**config.mk**
```make
export PLATFORM = sky130hd
export DESIGN_NAME = fcs_fifo
export DESIGN_NICKNAME = d
export VERILOG_FILES = /design/src/rtl/core/fcs_fifo.sv
export SDC_FILE = /design/constraint.sdc
export NUM_CORES = 1
export LEC_CHECK = 0
export BUFFER_PORTS_ARGS = -buffer_cell sky130_fd_sc_hd__clkbuf_2
export CAP_MARGIN = 10
export CORE_MARGIN = 2
export CORE_UTILIZATION = 55
export CTS_CLUSTER_DIAMETER = 60
export DETAILED_ROUTE_END_ITERATION = 8
export PLACE_DENSITY = 0.78
export RECOVER_POWER = 50
export SLEW_MARGIN = 20
export SYNTH_ARGS = -nofsm -noshare
export SYNTH_HDL_FRONTEND = slang
export SYNTH_SLANG_ARGS = --single-unit
```
**constraint.sdc**
```tcl
create_clock -name clk -period 3 [get_ports clk]
set_clock_uncertainty 0.2 [all_clocks]
set_input_delay 0.3 -clock clk [delete_from_list [all_inputs] [get_ports clk]]
set_output_delay 0.3 -clock clk [all_outputs]
set_load 0.01 [all_outputs]
```
**src/rtl/core/fcs_fifo.sv**
```systemverilog
// Small register FIFO used for the request queue and the result buffer.
`timescale 1ns / 1ps

module fcs_fifo #(
	parameter int WIDTH = 8,
	parameter int DEPTH = 4
) (
	input  logic                       clk,
	input  logic                       arst_n,
	input  logic                       push,
	input  logic [WIDTH-1:0]           push_data,
	input  logic                       pop,
	output logic [WIDTH-1:0]           pop_data,
	output logic                       valid,
	output logic                       full,
	output logic [$clog2(DEPTH):0]     count
);

	localparam int PW = (DEPTH > 1) ? $clog2(DEPTH) : 1;
	localparam int CW = $clog2(DEPTH) + 1;

	logic [WIDTH-1:0] slot_q [DEPTH];
	logic [PW-1:0]    wr_ptr_q;
	logic [PW-1:0]    rd_ptr_q;
	logic [CW-1:0]    count_q;
	logic             do_push;
	logic             do_pop;

	assign valid    = (count_q != '0);
	assign full     = (count_q == CW'(DEPTH));
	assign count    = count_q;
	assign pop_data = slot_q[rd_ptr_q];
	assign do_push  = push && !full;
	assign do_pop   = pop && valid;

	always_ff @(posedge clk) begin
		if (do_push) begin
			slot_q[wr_ptr_q] <= push_data;
		end
	end

	always_ff @(posedge clk or negedge arst_n) begin
		if (!arst_n) begin
			wr_ptr_q <= '0;
			rd_ptr_q <= '0;
			count_q  <= '0;
		end else begin
			if (do_push) begin
				wr_ptr_q <= (wr_ptr_q == PW'(DEPTH - 1)) ? '0 : wr_ptr_q + 1'b1;
			end
			if (do_pop) begin
				rd_ptr_q <= (rd_ptr_q == PW'(DEPTH - 1)) ? '0 : rd_ptr_q + 1'b1;
			end
			count_q <= count_q + CW'(do_push) - CW'(do_pop);
		end
	end

endmodule

```
## Word level (Yosys, flattened, before mapping)

Memory sizes are Yosys's and may differ from the RTL's.
Cells that the tools add are included.

- Flip-flop bits (word level): 7
- Memory bits (writable): 32
- Memories: 1
- Input port bits: 12
- Logic and storage cells: 19
- Output and inout bits: 13

- Add/sub/neg operators: 4
- Equality and inequality tests: 3
- Reduce and logical (&&, ||, !) cells: 4
- Multiplexer cells: 4

Memory list:

| name | depth | bits a word | rd ports | clocked after memory_dff | wr ports | line | source |
|---|---|---|---|---|---|---|---|
| slot_q | 4 | 8 | 1 | 0 | 1 | 22 | `logic [WIDTH-1:0] slot_q [DEPTH];` |

Operators with widths:

| operator | count |
|---|---|
| $add 2x1->2 const B | 2 |
| $eq 2x2->1 const B | 2 |
| $mux 2 | 2 |
| $add 3x1->3 | 1 |
| $eq 3x3->1 const B | 1 |
| $reduce_bool 3->1 | 1 |
| $sub 3x1->3 | 1 |
| $logic_and 1x1->1 | 2 |
| $mux 1 | 2 |
| $logic_not 1->1 | 1 |

## Longest topological paths before layout

- Word-level depth: 5
- Depth in mapped cells: 9
- Depth with buffers taken out: 9

## Worst setup path after synthesis

Ideal clock, no wire load.

- Kind: reg2reg
- Start: reg count_q[1], in the netlist count[1]
- End: reg count_q[2], in the netlist count[2]
- Path buffers: 0
- Period minus slack after synthesis: 2.392 ns
- Arrival: 2.058 ns
- Data required time: 2.665 ns
- Stages on the path, launching flop included: 10
- Setup time: 0.135 ns
- Setup slack: 0.608 ns
- Path through: dfrtp_1 > nor3b_4 > nand2b_1 > ha_1 > inv_1 > ha_1 > inv_1 > fa_1 > xnor2_1 > xnor2_1

- Longest elaborated chain between the ends: 5
- Elaborated cells on any way between the ends: 7
- Classes of those cells: add/sub (2); eq/ne (1); reduce/logical (4)

Ends and longest elaborated chain:

| element | line | source |
|---|---|---|
| from (decl) | 25 | `logic [CW-1:0] count_q;` |
| from (signal assigned) | 54 | `count_q <= count_q + CW'(do_push) - CW'(do_pop);` |
| $eq 3x3->1 | 30 | `assign full = (count_q == CW'(DEPTH));` |
| named net full | 15 | `output logic full,` |
| $logic_not 1->1 | 33 | `assign do_push = push && !full;` |
| $logic_and 1x1->1 | 33 |  |
| $add 3x1->3 | 54 |  |
| $sub 3x1->3 | 54 |  |

The timed path passes the listed nets, and every way through them passes these cells.
A chain may end at the register's enable or synchronous reset.

## Worst setup path in the final report

- Start: reg count_q[2], in the netlist count[2]
- End: reg count_q[2], in the netlist count[2]

- Longest elaborated chain between the ends: 5
- Elaborated cells on any way between the ends: 7
- Classes of those cells: add/sub (2); eq/ne (1); reduce/logical (4)

Ends and longest elaborated chain:

| element | line |
|---|---|
| $eq 3x3->1 | 30 |
| $logic_not 1->1 | 33 |
| $logic_and 1x1->1 | 33 |
| $add 3x1->3 | 54 |
| $sub 3x1->3 * | 54 |

Every way passes the cells marked *; elsewhere a longest branch is shown, timed or not.

==> metrics.yaml <==
outcome:
  status: "completed"
sta:
  max_freq_ghz: 0.4048
  drv_slew: 0
  tightest_slew_ps: 579.5
  setup_viol: 0
  fin_crit_ps: 2471
  fin_ws_ps: 529.4
  hold_viol_final: 0
  slew_headroom_pct: 61.37
  setup_tns_ps: 0
  rsz0062_at_grt: "false"
  period_share_pct: 82.35
clock_network:
  cts_buffers: 5
  cts_buffer_depth: 2
  clkTransAtPathRegs_ps: 110
  worstSkewPairLatency_ps: 340
  cts.sinks: 39
  cts-resized-gates: 0
  cts_tree: "built"
  root_buffer: "clkbuf_4"
  htree_levels: 2
worst_setup_path:
  path_class: "reg -> reg"
  crit_required_ps: 3020
  worstSetupEndpointType: "flop"
  path_max_fanout: 8
  arrival_ps: 2500
  reg2regPathDepth: 9
  crit_path_start_kind: "flop"
routing:
  ant_nets: 0
  drt_iter0_drc: 15
  drc: 0
  firstDrtPassIters: 4
  wl_per_cell_um: 16.11
  vias_per_cell: 5.610
  drt_wl_total_um: 2481
  num_vias: 864
logic_synthesis:
  synthDistinctLibCells: 20
  postSynthCellCount: 84
  ys_top_cells_by_area: "edfxtp_1, mux4_2, dfrtp_1, ha_1, and3b_1"
  syn_nets: 104
  ys_ff_latch: 39
  yosysSeqAreaShare_pct: 69.21
  syn_avg_cell_area_um2: 19.54
  yosysTopAreaCell: "edfxtp_1"
  synth_top_area_share_pct: 58.54
  synth_warnings: 0
  synthesis.area_um2: 1642
grt:
  grt_max_degree: 13
  first_global_vias: 919
  antenna_found_initial: 0
  grt_overflow: 0
  grt_pass1_wl_um: 4008
  grt_util_all_layers_pct: 16.66
place:
  dp_hpwl_um: 1675
  place_congestion: 0.7390
  port_buffers: 24
  dp_cells: 137
  placed_cell_area_um2: 1792
  place_ws_ps: 501.0
floorplanning:
  initial_core_util_pct: 58.52
  core_area_um2: 2805
  die_y_um: 58.63
  die_area_um2: 3437
  die_width_um: 58.63
  rows: 19
  boundaryPins: 25
flow_run:
  maxCapViolCount: 0
layout:
  stdcell_area_um2: 1968
  final_cell_count_no_fill: 154
  drive_gt1_share_pct: 26.02
  fill_cells: 205
  antennaDiodeCount: 0
  num-nets-final: 142
  area_growth_syn_to_layout_pct: 19.89
power:
  p_leak_nw: 0.7399
  peakVddDrop_mv: 0.6808
  cellPowerDensity_nw_per_um2: 958.2
  power_mw: 1.886
min_path:
  hold_path_class: "in -> reg"
  holdPathStages: 3
per-layer routing:
metal	up-vias	part of all wire [%]	GRT usage, %	routed length (µm)
met5	-	0	0	0
met4	0	2.1	9.740	53
met3	6	3.7	4.835	91
met2	16	52	28.25	1294
met1	438	42	18.73	1042
li1	404	-	-	-
report_power, final:
part	internal [mW]	switching [mW]	total, mW
logic	0.319	0.267	0.585
clock network	0.260	0.161	0.421
registers	0.730	0.149	0.880
cells in the mapped netlist (all sizes together):
| library cell | count |
|---|---|
| edfxtp | 32 |
| mux4 | 8 |
| dfrtp | 7 |
| ha | 7 |
| inv | 6 |
| and3b | 4 |
| nand2b | 3 |
| mux2 | 2 |
| nand4bb | 2 |
| o211ai | 2 |
| xnor2 | 2 |
| buf | 1 |
| clkbuf | 1 |
| fa | 1 |
| nand2 | 1 |
| nor2 | 1 |
| nor3b | 1 |
| o31ai | 1 |
| or3 | 1 |
| or3b | 1 |
placed cells by master (no fill, tap or decap), drive strengths merged:
| master | count |
|---|---|
| dfrtp | 7 |
| mux2 | 2 |
| nand2b | 3 |
| clkbuf | 30 |
| fa | 1 |
| nor2 | 1 |
| and3b | 4 |
| or3 | 1 |
| xnor2 | 2 |
| bufinv | 2 |
| ha | 7 |
| o31ai | 1 |
| nand2 | 1 |
| nor3b | 1 |
| inv | 6 |
| o211ai | 2 |
| mux4 | 8 |
| edfxtp | 32 |
| or3b | 1 |
| dlygate4sd3 | 9 |
| nand4bb | 2 |
area by class of cell:
cell class                      count  area [µm²]  share of cell area [%]
Clock buffer                        6       41.29                   2.098
Multi-Input combinational cell     37       474.2                   24.09
Inverter                            6       22.52                   1.144
Sequential cell                    39        1136                   57.72
Timing Repair Buffer               33       195.2                   9.917
Tap cell                           31       38.79                   1.971
Clock inverter                      2       60.06                   3.051
stage by stage:
stage | hold WS [ps] | util, %
after floorplan | -195.6 | -
after global placement | -53.73 | 63.87
after detailed placement | -51.73 | 63.87
after CTS | 102.7 | 70.70
after global routing | 103.7 | 70.16
final | 107.5 | 70.16
worst max-delay path: stages, from the launching register on:
cell	delay, ps
dfrtp_1	510
nor3b_4	370
nand2b_1	160
ha_1	230
inv_1	60
ha_1	120
inv_1	50
fa_1	380
xnor2_1	150
xnor2_1	130
repair_timing:
| action | 4_1_cts | 5_1_grt |
|---|---|---|
| endpoints found under the hold margin | 39 | 0 |
| buffers inserted | 0 | 0 |
| hold buffers | 9 | 0 |
logic make-up after synthesis:
group	share of synthesized area, %
buf+inv	1.905
fa+ha+maj	6.555
flops	69.21
compound gates	1.676
simple gates	7.241
xor+xnor	1.067
mux	12.35
state kept, by name, summed over array words and instances, names as in the netlist:
| signal | count |
|---|---|
| count | 3 |
| rd_ptr_q | 2 |
| slot_q | 32 |
| wr_ptr_q | 2 |
worst paths after layout:
path / start / end / slack, ps
setup / recovery: count[2] / count[2] / 530
hold / removal: pop / rd_ptr_q[0] / 110
setup reg to reg: count[2] / count[2] / 530
hold reg to reg: wr_ptr_q[1] / wr_ptr_q[1] / 420
max in group asynchronous: arst_n / count[0] / 2130
min in group asynchronous: arst_n / rd_ptr_q[0] / 190
(Power assumes the default switching activity.)
