==> src/rtl/core/fcs_pkg.sv <==
// Shared types and constants of the fractional circular shift block.
`timescale 1ns / 1ps

package fcs_pkg;

	localparam int IDX_W      = 12;
	localparam int SAMPLE_W   = 32;
	localparam int FRAC_W     = 8;
	localparam int SHIFT_W    = 21;
	localparam int LEN_W      = 13;
	localparam int OUT_W      = SAMPLE_W + FRAC_W;
	localparam int IN_DATA_W  = ((IDX_W + SAMPLE_W + 7) / 8) * 8;
	localparam int OUT_DATA_W = ((OUT_W + 7) / 8) * 8;
	localparam int REG_IDX_W  = 1;
	localparam int QDEPTH     = 4;
	localparam int ODEPTH     = 4;

	localparam int MAX_LENGTH_DEF = 4096;

	// register indexes of the configuration port
	localparam logic [REG_IDX_W-1:0] REG_SHIFT  = 1'b0;
	localparam logic [REG_IDX_W-1:0] REG_LENGTH = 1'b1;

	// input kinds carried in tuser
	localparam logic MODE_WRITE = 1'b0;
	localparam logic MODE_READ  = 1'b1;

	typedef enum logic [1:0] {
		OP_WRITE = 2'd0,
		OP_READ  = 2'd1,
		OP_OOR   = 2'd2
	} op_t;

	// reduced offsets and length, as seen by the front
	typedef struct packed {
		logic [LEN_W-1:0] curve_len;
		logic [LEN_W-1:0] floor_off;
		logic [LEN_W-1:0] ceil_off;
	} offs_t;

	// classified request handed from front to back
	typedef struct packed {
		op_t                        op;
		logic [LEN_W-1:0]           addr_a;
		logic [LEN_W-1:0]           addr_b;
		logic signed [SAMPLE_W-1:0] sample;
	} req_t;

	typedef struct packed {
		logic                    oor;
		logic signed [OUT_W-1:0] value;
	} res_t;

endpackage

==> src/rtl/core/fcs_front.sv <==
// Front end: accept input requests, classify them and form the two read addresses.
`timescale 1ns / 1ps

module fcs_front import fcs_pkg::*; #(
	parameter int MAX_LENGTH = MAX_LENGTH_DEF
) (
	input  logic                 s_axis_tvalid,
	output logic                 s_axis_tready,
	input  logic [IN_DATA_W-1:0] s_axis_tdata,
	input  logic                 s_axis_tuser,
	input  offs_t                offs,
	input  logic                 busy,
	input  logic                 q_full,
	output logic                 q_push,
	output req_t                 q_data
);

	logic [IDX_W-1:0] idx;
	logic [LEN_W:0]   len_x;
	logic [LEN_W:0]   sum_a;
	logic [LEN_W:0]   sum_b;
	logic [LEN_W:0]   wrap_a;
	logic [LEN_W:0]   wrap_b;
	logic             keep;

	always_comb begin
		idx   = s_axis_tdata[IDX_W-1:0];
		len_x = {1'b0, offs.curve_len};
		sum_a = (LEN_W + 1)'(idx) + {1'b0, offs.floor_off};
		sum_b = (LEN_W + 1)'(idx) + {1'b0, offs.ceil_off};
		wrap_a = (sum_a >= len_x) ? sum_a - len_x : sum_a;
		wrap_b = (sum_b >= len_x) ? sum_b - len_x : sum_b;

		q_data.sample = $signed(s_axis_tdata[IDX_W+SAMPLE_W-1:IDX_W]);
		keep = 1'b1;
		unique case (s_axis_tuser)
			MODE_WRITE: begin
				q_data.op     = OP_WRITE;
				q_data.addr_a = LEN_W'(idx);
				q_data.addr_b = LEN_W'(idx);
				keep          = (32'(idx) < MAX_LENGTH);
			end
			MODE_READ: begin
				q_data.op     = ((LEN_W + 1)'(idx) >= len_x) ? OP_OOR : OP_READ;
				q_data.addr_a = LEN_W'(wrap_a);
				q_data.addr_b = LEN_W'(wrap_b);
			end
			default: begin
				q_data.op     = OP_OOR;
				q_data.addr_a = '0;
				q_data.addr_b = '0;
			end
		endcase
	end

	assign s_axis_tready = !busy && !q_full;
	assign q_push        = s_axis_tvalid && s_axis_tready && keep;

endmodule

==> config.mk <==
export PLATFORM = sky130hd
export DESIGN_NAME = fcs_front
export DESIGN_NICKNAME = d
export VERILOG_FILES = /design/src/rtl/core/fcs_pkg.sv /design/src/rtl/core/fcs_front.sv
export SDC_FILE = /design/constraint.sdc
export NUM_CORES = 1
export LEC_CHECK = 0
export BUFFER_PORTS_ARGS = -buffer_cell sky130_fd_sc_hd__buf_2
export CAP_MARGIN = 40
export CORE_ASPECT_RATIO = 0.5
export CORE_MARGIN = 2
export CORE_UTILIZATION = 51
export DETAILED_ROUTE_END_ITERATION = 10
export PLACE_DENSITY_LB_ADDON = 0.15
export SYNTH_ARGS = -nofsm -noshare
export SYNTH_HDL_FRONTEND = slang
export SYNTH_SLANG_ARGS = --single-unit
export TNS_END_PERCENT = 100
==> constraint.sdc <==
create_clock -name vclk -period 4.11
set_clock_uncertainty 0.2 [all_clocks]
set_input_delay 0.2055 -clock vclk [all_inputs]
set_output_delay 0.2055 -clock vclk [all_outputs]
set_load 0.02 [all_outputs]
=== After elaboration in Yosys (flattened, before gate mapping) ===
Index checks and enable logic that the tools add are counted.

* Bits in registers: 0
* Input bits: 91
* Output and inout port bits: 62
* Logic and storage cells: 16

* Add/sub/neg operators: 4
* Order comparisons: 3
* Multiplexer cells: 4
* Bitwise operators: 1
* Reduce and logical (&&, ||, !) cells: 4

{| class="wikitable"
|+ Operator list
! kind !! count
|-
| 28-bit case mux with 2 select lines || 1
|-
| 12-bit by 13-bit adder with 14-bit output || 2
|-
| 14-bit by 13-bit greater-or-equal comparator with 1-bit output || 2
|-
| 13-bit two-way mux || 2
|-
| 13-bit subtractor || 2
|-
| 12-bit by 13-bit greater-or-equal comparator with 1-bit output || 1
|-
| 1-bit logical AND || 2
|-
| 1-bit zero test || 2
|-
| 2-bit two-way mux || 1
|-
| 1-bit NOT || 1
|}

=== Longest topological paths before layout ===
* Depth in word-level cells: 4
* Depth in mapped cells: 18
* Gate-level depth less buffers: 17

=== Least setup slack after synthesis ===
OpenSTA, ideal clock, no wires.

* Path kind: input to output
* Start: input port s_axis_tdata[0]
* End: output port q_data[39] (netlist name)
* Arrival: 3.775 ns
* Required time: 3.704 ns
* Slack: -0.070 ns
* Cell stages on the path: 16
* Path buffers: 2
* Cells stage by stage: ha_1 > inv_1 > fa_1 > nor2b_1 > o211ai_1 > a32oi_1 > xor2_1 > ha_1 > and4_4 > and2_4 > a221oi_2 > a31oi_1 > a311o_1 > buf_6 > buf_6 > a311oi_1

{| class="wikitable"
|+ RTL lines
! item !! RTL line !! RTL
|-
| start, declared || fcs_front.sv:9 || <nowiki>input logic [IN_DATA_W-1:0] s_axis_tdata,</nowiki>
|-
| end, declared || fcs_front.sv:15 || <nowiki>output req_t q_data</nowiki>
|}

==> metrics.md <==
| Metric | Value |
|---|---|
| # fillers | `~550` |
| Final instance area | `roughly 4800 um^2` |
| Final Hold Fails | `0` |
| RSZ-0062 raised after global routing | `yes` |
| Synth area leader | `ha_1` |
| Initial core utilization | `0.522` |
| Die width | `~120 um` |
| Final worst-path cycle share | `1.05` |
| Yosys top cell area share | `0.225` |
| WL/cell | `approximately 17 um` |
| Yosys cell types | `66` |
| Initial antenna violation count | `0` |
| Cell Count, Final, Fillers Out | `about 700` |
| # diodes | `0` |
| Pwr/cell area | `between 300 and 400 nW/um^2` |
| Post-DP HPWL | `around 9200 um` |
| Worst IR Drop VDD | `approximately 0.00014 V` |
| First-pass GRT wire length | `about 18000 um` |
| Critical path origin | `s_axis_tdata[0]` |
| Hold path startpoint | `s_axis_tdata[12]` |
| CP Capture Type | `primary output` |
| Vias in the first global route | `about 3700` |
| Highest metal used | `met4` |
| DR vias/cell | `5.73` |
| Seq_cells | `0` |
| Met3 WL | `889 um` |
| Syn Std Cell Area | `around 3500 um^2` |
| Hold Crit Class | `in -> out` |
| Routed Antenna Nets | `0` |
| M1 WL | `5490 um` |
| Register area share after synthesis | `0` |
| Residual DRC | `0` |
| DR pass1 iterations | `5` |
| IO Pins | `153` |
| Post-synth top cells | `62 x ha_1, 41 x a21oi_1, 40 x nor2_1` |
| Dominant cells by area after synthesis | `ha_1 22%, buf_4 7.0%, xnor2_1 6.6%, a21oi_1 5.9%, mux2i_1 5.2%` |
| Worst EP required | `around 3.7 ns` |
| PortBufs | `85` |
| GP Congestion | `between 0.9 and 1` |
| Largest net degree at the start of global routing | `39` |
| Final slew viol count | `0` |
| P&R area growth vs syn | `38.7%` |
| Mux cell area share after synthesis | `0.0522` |
| Layout cells sized above 1 | `0.394` |
| Highest net fanout along the worst path | `5` |
| Max incr delay on CP | `0.43 ns` |
| Placed instance area | `4240 um^2` |
| 1st-iter DRT viols | `approximately 280` |
| Top-count cell post-synth | `ha_1` |
| Compound-Gate Fraction of Synth Area | `0.298` |
| Startpoint types | `input pin` |
| Main combinational cell family by area after synthesis | `compound AO/OA/AOI/OAI gates` |
| Post-Synth Simple-Gate Area | `0.183` |
| Post-Syn Nets | `approximately 630` |
| Global Route Usage Sum | `0.289` |
| Gate Count Post-Synth | `about 470` |
| Failing checks | `negative setup slack` |
| Crit Path Class | `in -> out` |
| Pleak | `approximately 2.3 nW` |
| Site Rows | `21` |
| Core Area | `~6600 um^2` |
| Gr ovfl total | `0` |
| Highest clock rate | `233 MHz` |
| Status | `finished with violations` |
| Multi-input logic area | `approximately 3300 um^2` |
| Final Net Count | `~760` |
| Met2 Routed Length | `around 5200 um` |
| Max-Slew Margin vs Limit | `0.596` |
| Yosys warns | `0` |
| Register area | `0 um^2` |
| Full die area | `around 7500 um^2` |
| Synth Area per Inst | `7.32 um^2` |
| Die height | `just over 60 um` |
| Final-layout clock buffer total | `0` |
| Worst-margin pin slew | `between 0.6 and 0.7 ns` |
| CP max stage cell | `a311o_2` |
| Final worst slack | `-0.189 ns` |
| Final setup viols | `21` |
| CP arrival | `3.89 ns` |
| Adder-cell share of the synthesized area | `0.248` |
| Crit-path cells | `buf_8 > buf_4 > ha_4 > inv_2 > fa_2 > nor2b_4 > o211ai_1 > a32oi_1 > buf_4 > buf_6 > a21o_1 > a21oi_2 > xnor2_2 > ha_1 > o21a_1 > o21ai_1 > a31oi_1 > a311o_2 > buf_6 > mux2i_2 > a21oi_2 > buf_4` |
| Fin crit period | `~4.3 ns` |
| Worst setup path end | `q_data[36]` |
| CP dominant cell by count | `buf_4` |
| Placed Cells | `approximately 680` |
| Total number of vias | `between 3000 and 4000` |
| Drt total wl | `between 10000 and 15000 um` |
| Maxcap violations | `0` |
| XOR/XNOR share of the synthesized area | `0.0938` |
[worst max-delay path, delay by kind of cell]
family | cells | cell delay (ns)
AO/OA/AOI/OAI | 9 | 1.59
XOR/XNOR | 1 | 0.16
adder cells (fa/ha/maj) | 3 | 0.81
buffers and inverters | 7 | 0.86
multiplexers | 1 | 0.14
AND/OR/NAND/NOR | 1 | 0.13
[where the power goes]
group          switching (W)  internal [W]
clock                      0             0
combinational       0.000787      0.000763
sequential                 0             0
[per-stage QoR]
step	setup WS, ns	utilization	setup TNS, ns	total power (W)	hold WS, ns
CTS	-0.134	0.689	-1.73	0.00142	0.211
global route	-0.296	0.724	-5.76	0.00167	0.211
global placement	-0.254	0.640	-2.19	0.00127	0.211
finish	-0.189	0.724	-2.62	0.00155	0.211
floorplan	0.0806	-	0	0.000906	0.291
detailed placement	-0.330	0.640	-4.97	0.00128	0.211
[timing repair]
| action | 4_1_cts | 5_1_grt |
|---|---|---|
| hold buffers | 0 | 0 |
| endpoints found under the setup margin | 26 | 26 |
| pin swaps | 34 | 31 |
| gates cloned | 1 | 0 |
| setup buffers | 8 | 11 |
| resized for setup | 62 | 36 |
[how the worst min path moves through the flow]
stage	depth (start not counted)	end
2_1_floorplan	1	s_axis_tready
3_3_place_gp	0	q_data[0]
3_5_place_dp	0	q_data[0]
4_1_cts	0	q_data[0]
5_1_grt	0	q_data[16]
6_report	0	q_data[0]
[cells in the final DEF, fill, tap and decap left out, types with 7 or more instances in the layout]
cell type	synthesis	layout
nor3_1	17	14
nand3_1	12	11
o21bai_1	7	7
xnor2_1	26	24
inv_1	37	34
a21oi_1	41	33
buf_2	0	62
a21oi_2	1	9
xor2_1	11	10
buf_4	32	93
a21o_1	10	10
nor2_1	40	38
nand2_1	22	21
buf_6	3	15
mux2i_1	18	12
o21a_1	15	15
o21ai_0	20	17
ha_1	62	56
[kinds of logic (layout without fill, tap and decap cells)]
group / after synthesis / after routing
AOI/OAI and AO/OA: 146 / 146
xor gates and xnor gates: 37 / 37
adders and majority gates: 66 / 66
buffers and inverters: 77 / 209
muxes: 18 / 18
and+or+nand+nor: 128 / 128
[per-layer routing]
metal | global-route usage | vias to the layer above
met5 | 0 | -
met4 | 0.0378 | 0
met2 | 0.480 | 166
met3 | 0.0239 | 32
li1 | - | 1975
met1 | 0.417 | 1812
[final cells by class]
type / instances / share of cell area
inverter: 37 / 0.0290
multi-input combinational: 395 / 0.694
tap: 92 / 0.0240
timing repair buffer: 172 / 0.253
(Power assumes the default switching activity.)
