### config.mk
export PLATFORM = sky130hd
export DESIGN_NAME = fcs_offset
export DESIGN_NICKNAME = d
export VERILOG_FILES = /design/src/rtl/core/fcs_pkg.sv /design/src/rtl/core/fcs_offset.sv
export SDC_FILE = /design/constraint.sdc
export NUM_CORES = 1
export LEC_CHECK = 0
export BUFFER_PORTS_ARGS = -buffer_cell sky130_fd_sc_hd__buf_2
export CORE_UTILIZATION = 45
export CTS_BUF_LIST = sky130_fd_sc_hd__clkbuf_4
export DETAILED_ROUTE_END_ITERATION = 16
export SLEW_MARGIN = 30
export SYNTH_ARGS = -nofsm -noshare
export SYNTH_HDL_FRONTEND = slang
export SYNTH_SLANG_ARGS = --single-unit
### constraint.sdc
create_clock -name clk -period 6.1 [get_ports clk]
set_clock_uncertainty 0.15 [all_clocks]
set_input_delay 1.22 -clock clk [delete_from_list [all_inputs] [get_ports clk]]
set_output_delay 1.22 -clock clk [all_outputs]
set_load 0.02 [all_outputs]
### src/rtl/core/fcs_pkg.sv
// Shared types and constants of the fractional circular shift block.
`timescale 1ns / 1ps

package fcs_pkg;

	localparam int IDX_W      = 12;
	localparam int SAMPLE_W   = 32;
	localparam int FRAC_W     = 8;
	localparam int SHIFT_W    = 21;
	localparam int LEN_W      = 13;
	localparam int OUT_W      = SAMPLE_W + FRAC_W;
	localparam int IN_DATA_W  = ((IDX_W + SAMPLE_W + 7) / 8) * 8;
	localparam int OUT_DATA_W = ((OUT_W + 7) / 8) * 8;
	localparam int REG_IDX_W  = 1;
	localparam int QDEPTH     = 4;
	localparam int ODEPTH     = 4;

	localparam int MAX_LENGTH_DEF = 4096;

	// register indexes of the configuration port
	localparam logic [REG_IDX_W-1:0] REG_SHIFT  = 1'b0;
	localparam logic [REG_IDX_W-1:0] REG_LENGTH = 1'b1;

	// input kinds carried in tuser
	localparam logic MODE_WRITE = 1'b0;
	localparam logic MODE_READ  = 1'b1;

	typedef enum logic [1:0] {
		OP_WRITE = 2'd0,
		OP_READ  = 2'd1,
		OP_OOR   = 2'd2
	} op_t;

	// reduced offsets and length, as seen by the front
	typedef struct packed {
		logic [LEN_W-1:0] curve_len;
		logic [LEN_W-1:0] floor_off;
		logic [LEN_W-1:0] ceil_off;
	} offs_t;

	// classified request handed from front to back
	typedef struct packed {
		op_t                        op;
		logic [LEN_W-1:0]           addr_a;
		logic [LEN_W-1:0]           addr_b;
		logic signed [SAMPLE_W-1:0] sample;
	} req_t;

	typedef struct packed {
		logic                    oor;
		logic signed [OUT_W-1:0] value;
	} res_t;

endpackage

### src/rtl/core/fcs_offset.sv
// Configuration registers and the bit-serial reduction of the shift offsets.
`timescale 1ns / 1ps

module fcs_offset import fcs_pkg::*; #(
	parameter int MAX_LENGTH = MAX_LENGTH_DEF
) (
	input  logic                 clk,
	input  logic                 arst_n,
	input  logic                 cfg_wen,
	input  logic [REG_IDX_W-1:0] cfg_index,
	input  logic [SHIFT_W-1:0]   cfg_wdata,
	output logic [FRAC_W-1:0]    frac,
	output offs_t                offs,
	output logic                 busy
);

	localparam int LEN_TOP = (1 << LEN_W) - 1;
	localparam logic [LEN_W-1:0] LEN_CAP =
		LEN_W'((MAX_LENGTH > LEN_TOP) ? LEN_TOP : MAX_LENGTH);
	localparam int CNT_W = $clog2(LEN_W);

	typedef enum logic [1:0] {
		ST_IDLE,
		ST_LOAD,
		ST_DIV,
		ST_FIX
	} state_t;

	state_t                   state_q;
	logic [SHIFT_W-1:0]       shift_q;
	logic [LEN_W-1:0]         len_q;
	logic [LEN_W-1:0]         floor_q;
	logic [LEN_W-1:0]         ceil_q;
	logic [LEN_W-1:0]         dvd_q;
	logic [LEN_W-1:0]         rem_q;
	logic [CNT_W-1:0]         cnt_q;
	logic                     neg_q;

	logic signed [LEN_W-1:0]  whole;
	logic [LEN_W-1:0]         new_len;
	logic [LEN_W:0]           trial;
	logic [LEN_W-1:0]         red;
	logic [LEN_W-1:0]         red_inc;

	always_comb begin
		// integer part of the shift, rounded towards minus infinity
		whole = $signed(shift_q[SHIFT_W-1:FRAC_W]);

		new_len = cfg_wdata[LEN_W-1:0];
		if (new_len == '0) begin
			new_len = LEN_W'(1);
		end else if (new_len > LEN_CAP) begin
			new_len = LEN_CAP;
		end

		trial = {rem_q, dvd_q[LEN_W-1]};

		// remainder of the magnitude, folded back for a negative shift
		red = (neg_q && rem_q != '0) ? len_q - rem_q : rem_q;
		red_inc = red + 1'b1;
	end

	always_ff @(posedge clk or negedge arst_n) begin
		if (!arst_n) begin
			state_q <= ST_IDLE;
			shift_q <= '0;
			len_q   <= LEN_CAP;
			floor_q <= '0;
			ceil_q  <= '0;
			dvd_q   <= '0;
			rem_q   <= '0;
			cnt_q   <= '0;
			neg_q   <= 1'b0;
		end else if (cfg_wen) begin
			// a register write restarts the reduction
			unique case (cfg_index)
				REG_SHIFT: begin
					shift_q <= cfg_wdata;
					state_q <= ST_LOAD;
				end
				REG_LENGTH: begin
					len_q   <= new_len;
					state_q <= ST_LOAD;
				end
				default: begin
				end
			endcase
		end else begin
			unique case (state_q)
				ST_IDLE: begin
				end
				ST_LOAD: begin
					neg_q   <= whole[LEN_W-1];
					dvd_q   <= whole[LEN_W-1] ? LEN_W'(-whole) : LEN_W'(whole);
					rem_q   <= '0;
					cnt_q   <= '0;
					state_q <= ST_DIV;
				end
				ST_DIV: begin
					if (trial >= {1'b0, len_q}) begin
						rem_q <= LEN_W'(trial - {1'b0, len_q});
					end else begin
						rem_q <= LEN_W'(trial);
					end
					dvd_q <= dvd_q << 1;
					cnt_q <= cnt_q + 1'b1;
					if (cnt_q == CNT_W'(LEN_W - 1)) begin
						state_q <= ST_FIX;
					end
				end
				ST_FIX: begin
					floor_q <= red;
					if (shift_q[FRAC_W-1:0] == '0) begin
						ceil_q <= red;
					end else if (red_inc == len_q) begin
						ceil_q <= '0;
					end else begin
						ceil_q <= red_inc;
					end
					state_q <= ST_IDLE;
				end
				default: state_q <= ST_IDLE;
			endcase
		end
	end

	assign frac           = shift_q[FRAC_W-1:0];
	assign offs.curve_len = len_q;
	assign offs.floor_off = floor_q;
	assign offs.ceil_off  = ceil_q;
	assign busy           = (state_q != ST_IDLE);

endmodule

Word-level counts from Yosys, hierarchy flattened

Index checks and enable logic that the tools add are counted.

Bits in registers: 93
Input bits: 25

Magnitude comparators: 2
Mux-type cells: 13
Add/subtract/negate cells: 5
Equal/unequal tests: 6
Reductions and logical operators: 13
Bitwise logic cells: 2

Operators with widths:

| kind                                                 | number |
|---|---|
| 2-to-1 mux 13 bit                                    | 7 |
| case mux 13 bit (2 select lines)                     | 2 |
| subtractor 13 bit                                    | 2 |
| >= comparator 14 x 13 -> 1 bit                       | 1 |
| adder 13 x 1 -> 13 bit (second input constant)       | 1 |
| equality test 13 bit                                 | 1 |
| > comparator 13 bit (second input constant)          | 1 |
| logical NOT 13 bit                                   | 1 |
| negation 13 bit                                      | 1 |
| nonzero test 13 bit                                  | 1 |
| AND reduction 2 bit                                  | 6 |
| logical NOT 8 bit                                    | 1 |
| case mux 4 bit (2 select lines)                      | 1 |
| case mux 2 bit (3 select lines)                      | 1 |
| adder 4 x 1 -> 4 bit (second input constant)         | 1 |
| equality test 2 bit (second input constant)          | 2 |
| equality test 4 bit (second input constant)          | 1 |
| 2-to-1 mux 2 bit                                     | 2 |
| nonzero test 2 bit                                   | 2 |
| nonzero test 4 bit                                   | 1 |
| inequality test 3 bit (second input constant)        | 1 |
| equality test 2 x 1 -> 1 bit (second input constant) | 1 |
| inverter 1 bit                                       | 2 |
| logical AND 1 bit                                    | 1 |

Longest topological paths before layout

Depth after elaboration: 7
Mapped depth: 16
Depth with buffers taken out: 15

Worst setup path before layout

OpenSTA, ideal clock, no wires.

Path type: reg-to-reg
From: register len_q[0]
To: register ceil_q[9]
Setup time: 0.124 ns
Buffers on the path: 1
Arrival: 3.744 ns
Required time: 5.826 ns
Period minus slack after synthesis: 4.018 ns
Path slack: 2.082 ns
Cell stages (with the launch flop): 16
Path through: dfrtp_1 inv_1 ha_1 inv_1 fa_1 xor2_1 mux2i_1 a2111oi_1 nor3b_1 xnor3_1 a2111oi_0 o2111a_1 o2111ai_2 buf_2 a221oi_2 nor2_1

Longest elaborated chain between the ends: 6

Ends and longest elaborated chain:

| element                  | line              | text |
|---|---|---|
| start: declaration       | fcs_offset.sv:31  | `logic [LEN_W-1:0] len_q;` |
| start signal: assignment | fcs_offset.sv:82  | `len_q <= new_len;` |
| subtractor 13 bit        | fcs_offset.sv:59  | `red = (neg_q && rem_q != '0) ? len_q - rem_q : rem_q;` |
| 2-to-1 mux 13 bit        | fcs_offset.sv:59  |  |
| adder 13 x 1 -> 13 bit   | fcs_offset.sv:60  | `red_inc = red + 1'b1;` |
| equality test 13 bit     | fcs_offset.sv:115 | `end else if (red_inc == len_q) begin` |
| 2-to-1 mux 13 bit        | fcs_offset.sv:115 |  |
| 2-to-1 mux 13 bit (*)    | fcs_offset.sv:113 | `if (shift_q[FRAC_W-1:0] == '0) begin` |
| end signal: assignment   | fcs_offset.sv:114 | `ceil_q <= red;` |
| end signal: assignment   | fcs_offset.sv:118 | `ceil_q <= red_inc;` |
| end: declaration         | fcs_offset.sv:33  | `logic [LEN_W-1:0] ceil_q;` |

Every way passes the cells marked *; elsewhere a longest branch is shown, timed or not.
A chain may end at the register's enable or synchronous reset.

Worst setup path in the final report

From: register len_q[0]
To: register ceil_q[8]

The elaborated chain is that of the path after synthesis.

==> impl_metrics.toml <==
[die]
fp.dieH_um = 121
rows = 43
ioPinCount = 73
fp.dieW_um = 121
core_um2 = 13830
start_util = 0.4609
dieArea_um2 = 14640

[grt]
antenna_found_initial = 1
grt_start_max_net_pins = 60
grt_pass1_wl_um = 26970
first_global_vias = 5181
grt_usage = 0.2400
grt-ovfl-total = 0

[logic_synthesis]
synthArstFlopShare = 1.000
synth_top_family_by_area = "compound AO/OA/AOI/OAI gates"
synthSimpleGateAreaFrac = 0.1744
synth_ff_type = "dfrtp_1"
synthAdderAreaFrac = 0.07265
netlist_instances = 725
syn_nets = 785
synth_edf_count = 0
synth.area.mux_share = 0.05439
ys_seq_elements = 93
synth_area_per_cell_um2 = 8.789
yosysSeqAreaShare = 0.3654
synth_cell_types = 68
synth_compound_area_frac = 0.2195
synth_area_um2 = 6372
ys_warn_count = 0
synth_xor_xnor_area_share = 0.05792

[worst_setup_path]
crit_chain = "inv_1 > ha_1 > inv_1 > fa_1 > xor2_1 > mux2i_1 > a2111oi_1 > nand2b_1 > nor3_1 > a21oi_1 > a2111oi_0 > o2111a_1 > o2111ai_2 > a221oi_1 > nor2_1"
reg2reg_depth = 15
critPathTopFamily = "compound AO/OA/AOI/OAI gates"
cp-end-kind = "flop"
critPathBufInv = 2
slowest_delay_ns = 0.67
crit_type = "reg -> reg"
cp_slowest_cell = "a2111oi_1"
critPathMaxFanout = 13
crit_top_cell = "inv_1"
critPathArrivalTime_ns = 4.84
path_depth = 15
r2r_slack_ns = 1.48
cp_data_required_time_ns = 6.32
cp-start-kind = "flop"

[sta]
fmax_mhz = 216.5
hold_viol = 0
final.setup.worst_slack_ns = 1.480
setup_viol = 0
fin_crit_sh = 0.7573
timing.slew.headroom = 0.3975
worst_hold_slack_ns = 0.3455
fin_tns_setup_ns = 0
finalCriticalPeriod_ns = 4.620
slew_violations = 0
rsz0062_at_grt = "no"
max_slew.worst_pin.slew_ns = 0.9038

[cts]
clock_path_buffers = 2
postCtsSetupBuffers = 0
cts-root-buf = "clkbuf_4"
cts_tree = "yes"
clk_pin_slew_worst_paths_ns = 0.16
cts.sinks = 93
h-tree-depth = 3
cts_hold_buffers = 0
numCtsBuffers = 9
cts_resized = 0
clk_latency_ns = 0.47

[cells_and_area]
utilization = 0.5050
nets = 836
most-common-layout-cells = "dfrtp_1, nand2_1, buf_2"
drive_gt1_frac = 0.1767
area_growth_syn_to_layout_pct = 9.582
final_common_cell = "dfrtp_1"
fill_cells = 1335

[routing]
drc = 0
antenna_left = 0
vias = 5585
viasPerCell = 5.806
dr.pass1.iters = 4
wire_per_inst_um = 17.54
detail_route.iter0.violations = 367
routed_wirelength_um = 16870

[place]
port_buffers = 72
dpl.hpwl_um = 12750
gp_congestion = 0.9192
post-place-ws_ns = 1.528

[run_status]
status = "complete, no violations"

[worst_hold_path]
min_path_cells = 2
holdCritPathClass = "reg -> reg"

[power_and_ir_drop]
peakVddDrop_uv = 222.6
p_leak_uw = 0.003199
powerDensity_nw_per_um2 = 360.1

[flow_run]
maxCapViolations = 0
[cells by family (layout without fill, tap and decap cells)]
| group | Yosys count | after routing |
|---|---|---|
| other | 0 | 1 |
| buffers and inverters | 85 | 141 |
| adder cells (fa/ha/maj) | 36 | 36 |
| multiplexers | 32 | 32 |
| AO/OA/AOI/OAI | 203 | 203 |
| AND/OR/NAND/NOR | 237 | 237 |
| XOR/XNOR | 39 | 39 |
| flip-flops | 93 | 93 |
[layer usage]
metal	global-route usage	up-vias	part of all wire
met1	0.3352	2710	0.47
li1	-	2720	-
met3	0.04793	20	0.050
met5	0	-	0
met2	0.3743	135	0.46
met4	0.07099	0	0.017
[area by class of cell]
cell class	instances	area, um^2	area share
multi-input cells	547	3705	0.5305
well taps	180	225.2	0.03225
diodes	1	2.502	0.0003584
inverters	45	168.9	0.02419
repair buffers	80	422.9	0.06056
flip-flops and latches	93	2328	0.3335
clock buffers	10	75.07	0.01075
clock inverters	6	55.05	0.007884
[path summary, 6_finish.rpt]
kind                                   startpoint                endpoint
setup / recovery             len_q[0]$_DFFE_PN0P_   ceil_q[8]$_DFFE_PN0P_
hold reg to reg            floor_q[7]$_DFFE_PN0P_  floor_q[7]$_DFFE_PN0P_
setup reg to reg             len_q[0]$_DFFE_PN0P_   ceil_q[8]$_DFFE_PN0P_
hold / removal             floor_q[7]$_DFFE_PN0P_  floor_q[7]$_DFFE_PN0P_
min in group asynchronous                  arst_n   ceil_q[6]$_DFFE_PN0P_
max in group asynchronous                  arst_n  shift_q[9]$_DFFE_PN0P_
[registers in the layout (all words and copies together), names as in the netlist]
| name | flops |
|---|---|
| floor_q | 13 |
| len_q | 13 |
| cnt_q | 4 |
| state_q | 2 |
| neg_q | 1 |
| dvd_q | 13 |
| rem_q | 13 |
| ceil_q | 13 |
| shift_q | 21 |
[report_power, final]
| part | total, uW | switching, uW | internal (uW) |
|---|---|---|---|
| clock network | 334 | 238 | 96.2 |
| registers | 933 | 147 | 786 |
| logic | 1250 | 775 | 472 |
[cell usage after synthesis (all sizes together) (4+ instances only)]
cell,instances,area share
dfrtp,92,0.36
nand2,83,0.049
nor2,61,0.036
o21ai,55,0.043
a21oi,48,0.038
inv,45,0.027
ha,33,0.065
clkbuf,28,0.016
xnor2,24,0.033
mux2,21,0.037
nand3,21,0.016
a21o,17,0.020
nand4,16,0.016
nor3,16,0.013
a22o,14,0.019
xor2,13,0.018
buf,12,0.013
mux2i,11,0.017
o311ai,11,0.015
nor4,9,0.011
a221oi,8,0.013
o31ai,6,0.0079
nand2b,5,0.0049
nor2b,5,0.0049
a2111oi,4,0.0057
a211oi,4,0.0047
and3,4,0.0039
o211ai,4,0.0047
o21bai,4,0.0047
or4,4,0.0053
[stage by stage]
stage / cell area [um^2] / total power, uW / cells
floorplan: 6372 / 1835 / 725
global placement: 6839 / 2165 / 945
detailed placement: 6844 / 2190 / 945
CTS: 6974 / 2526 / 961
global route: 6983 / 2710 / 962
finish: 6983 / 2514 / 962
[worst reg2reg max path: cells and delay by family, from the launching register on]
family / cells / cell delay (ns)
AOI/OAI and AO/OA: 6 / 2.31
muxes: 1 / 0.13
and+or+nand+nor: 3 / 0.56
xor gates and xnor gates: 1 / 0.17
buffers and inverters: 2 / 0.16
DFF: 1 / 0.46
adders and majority gates: 2 / 0.59
Power figures use the tool's default switching activity.
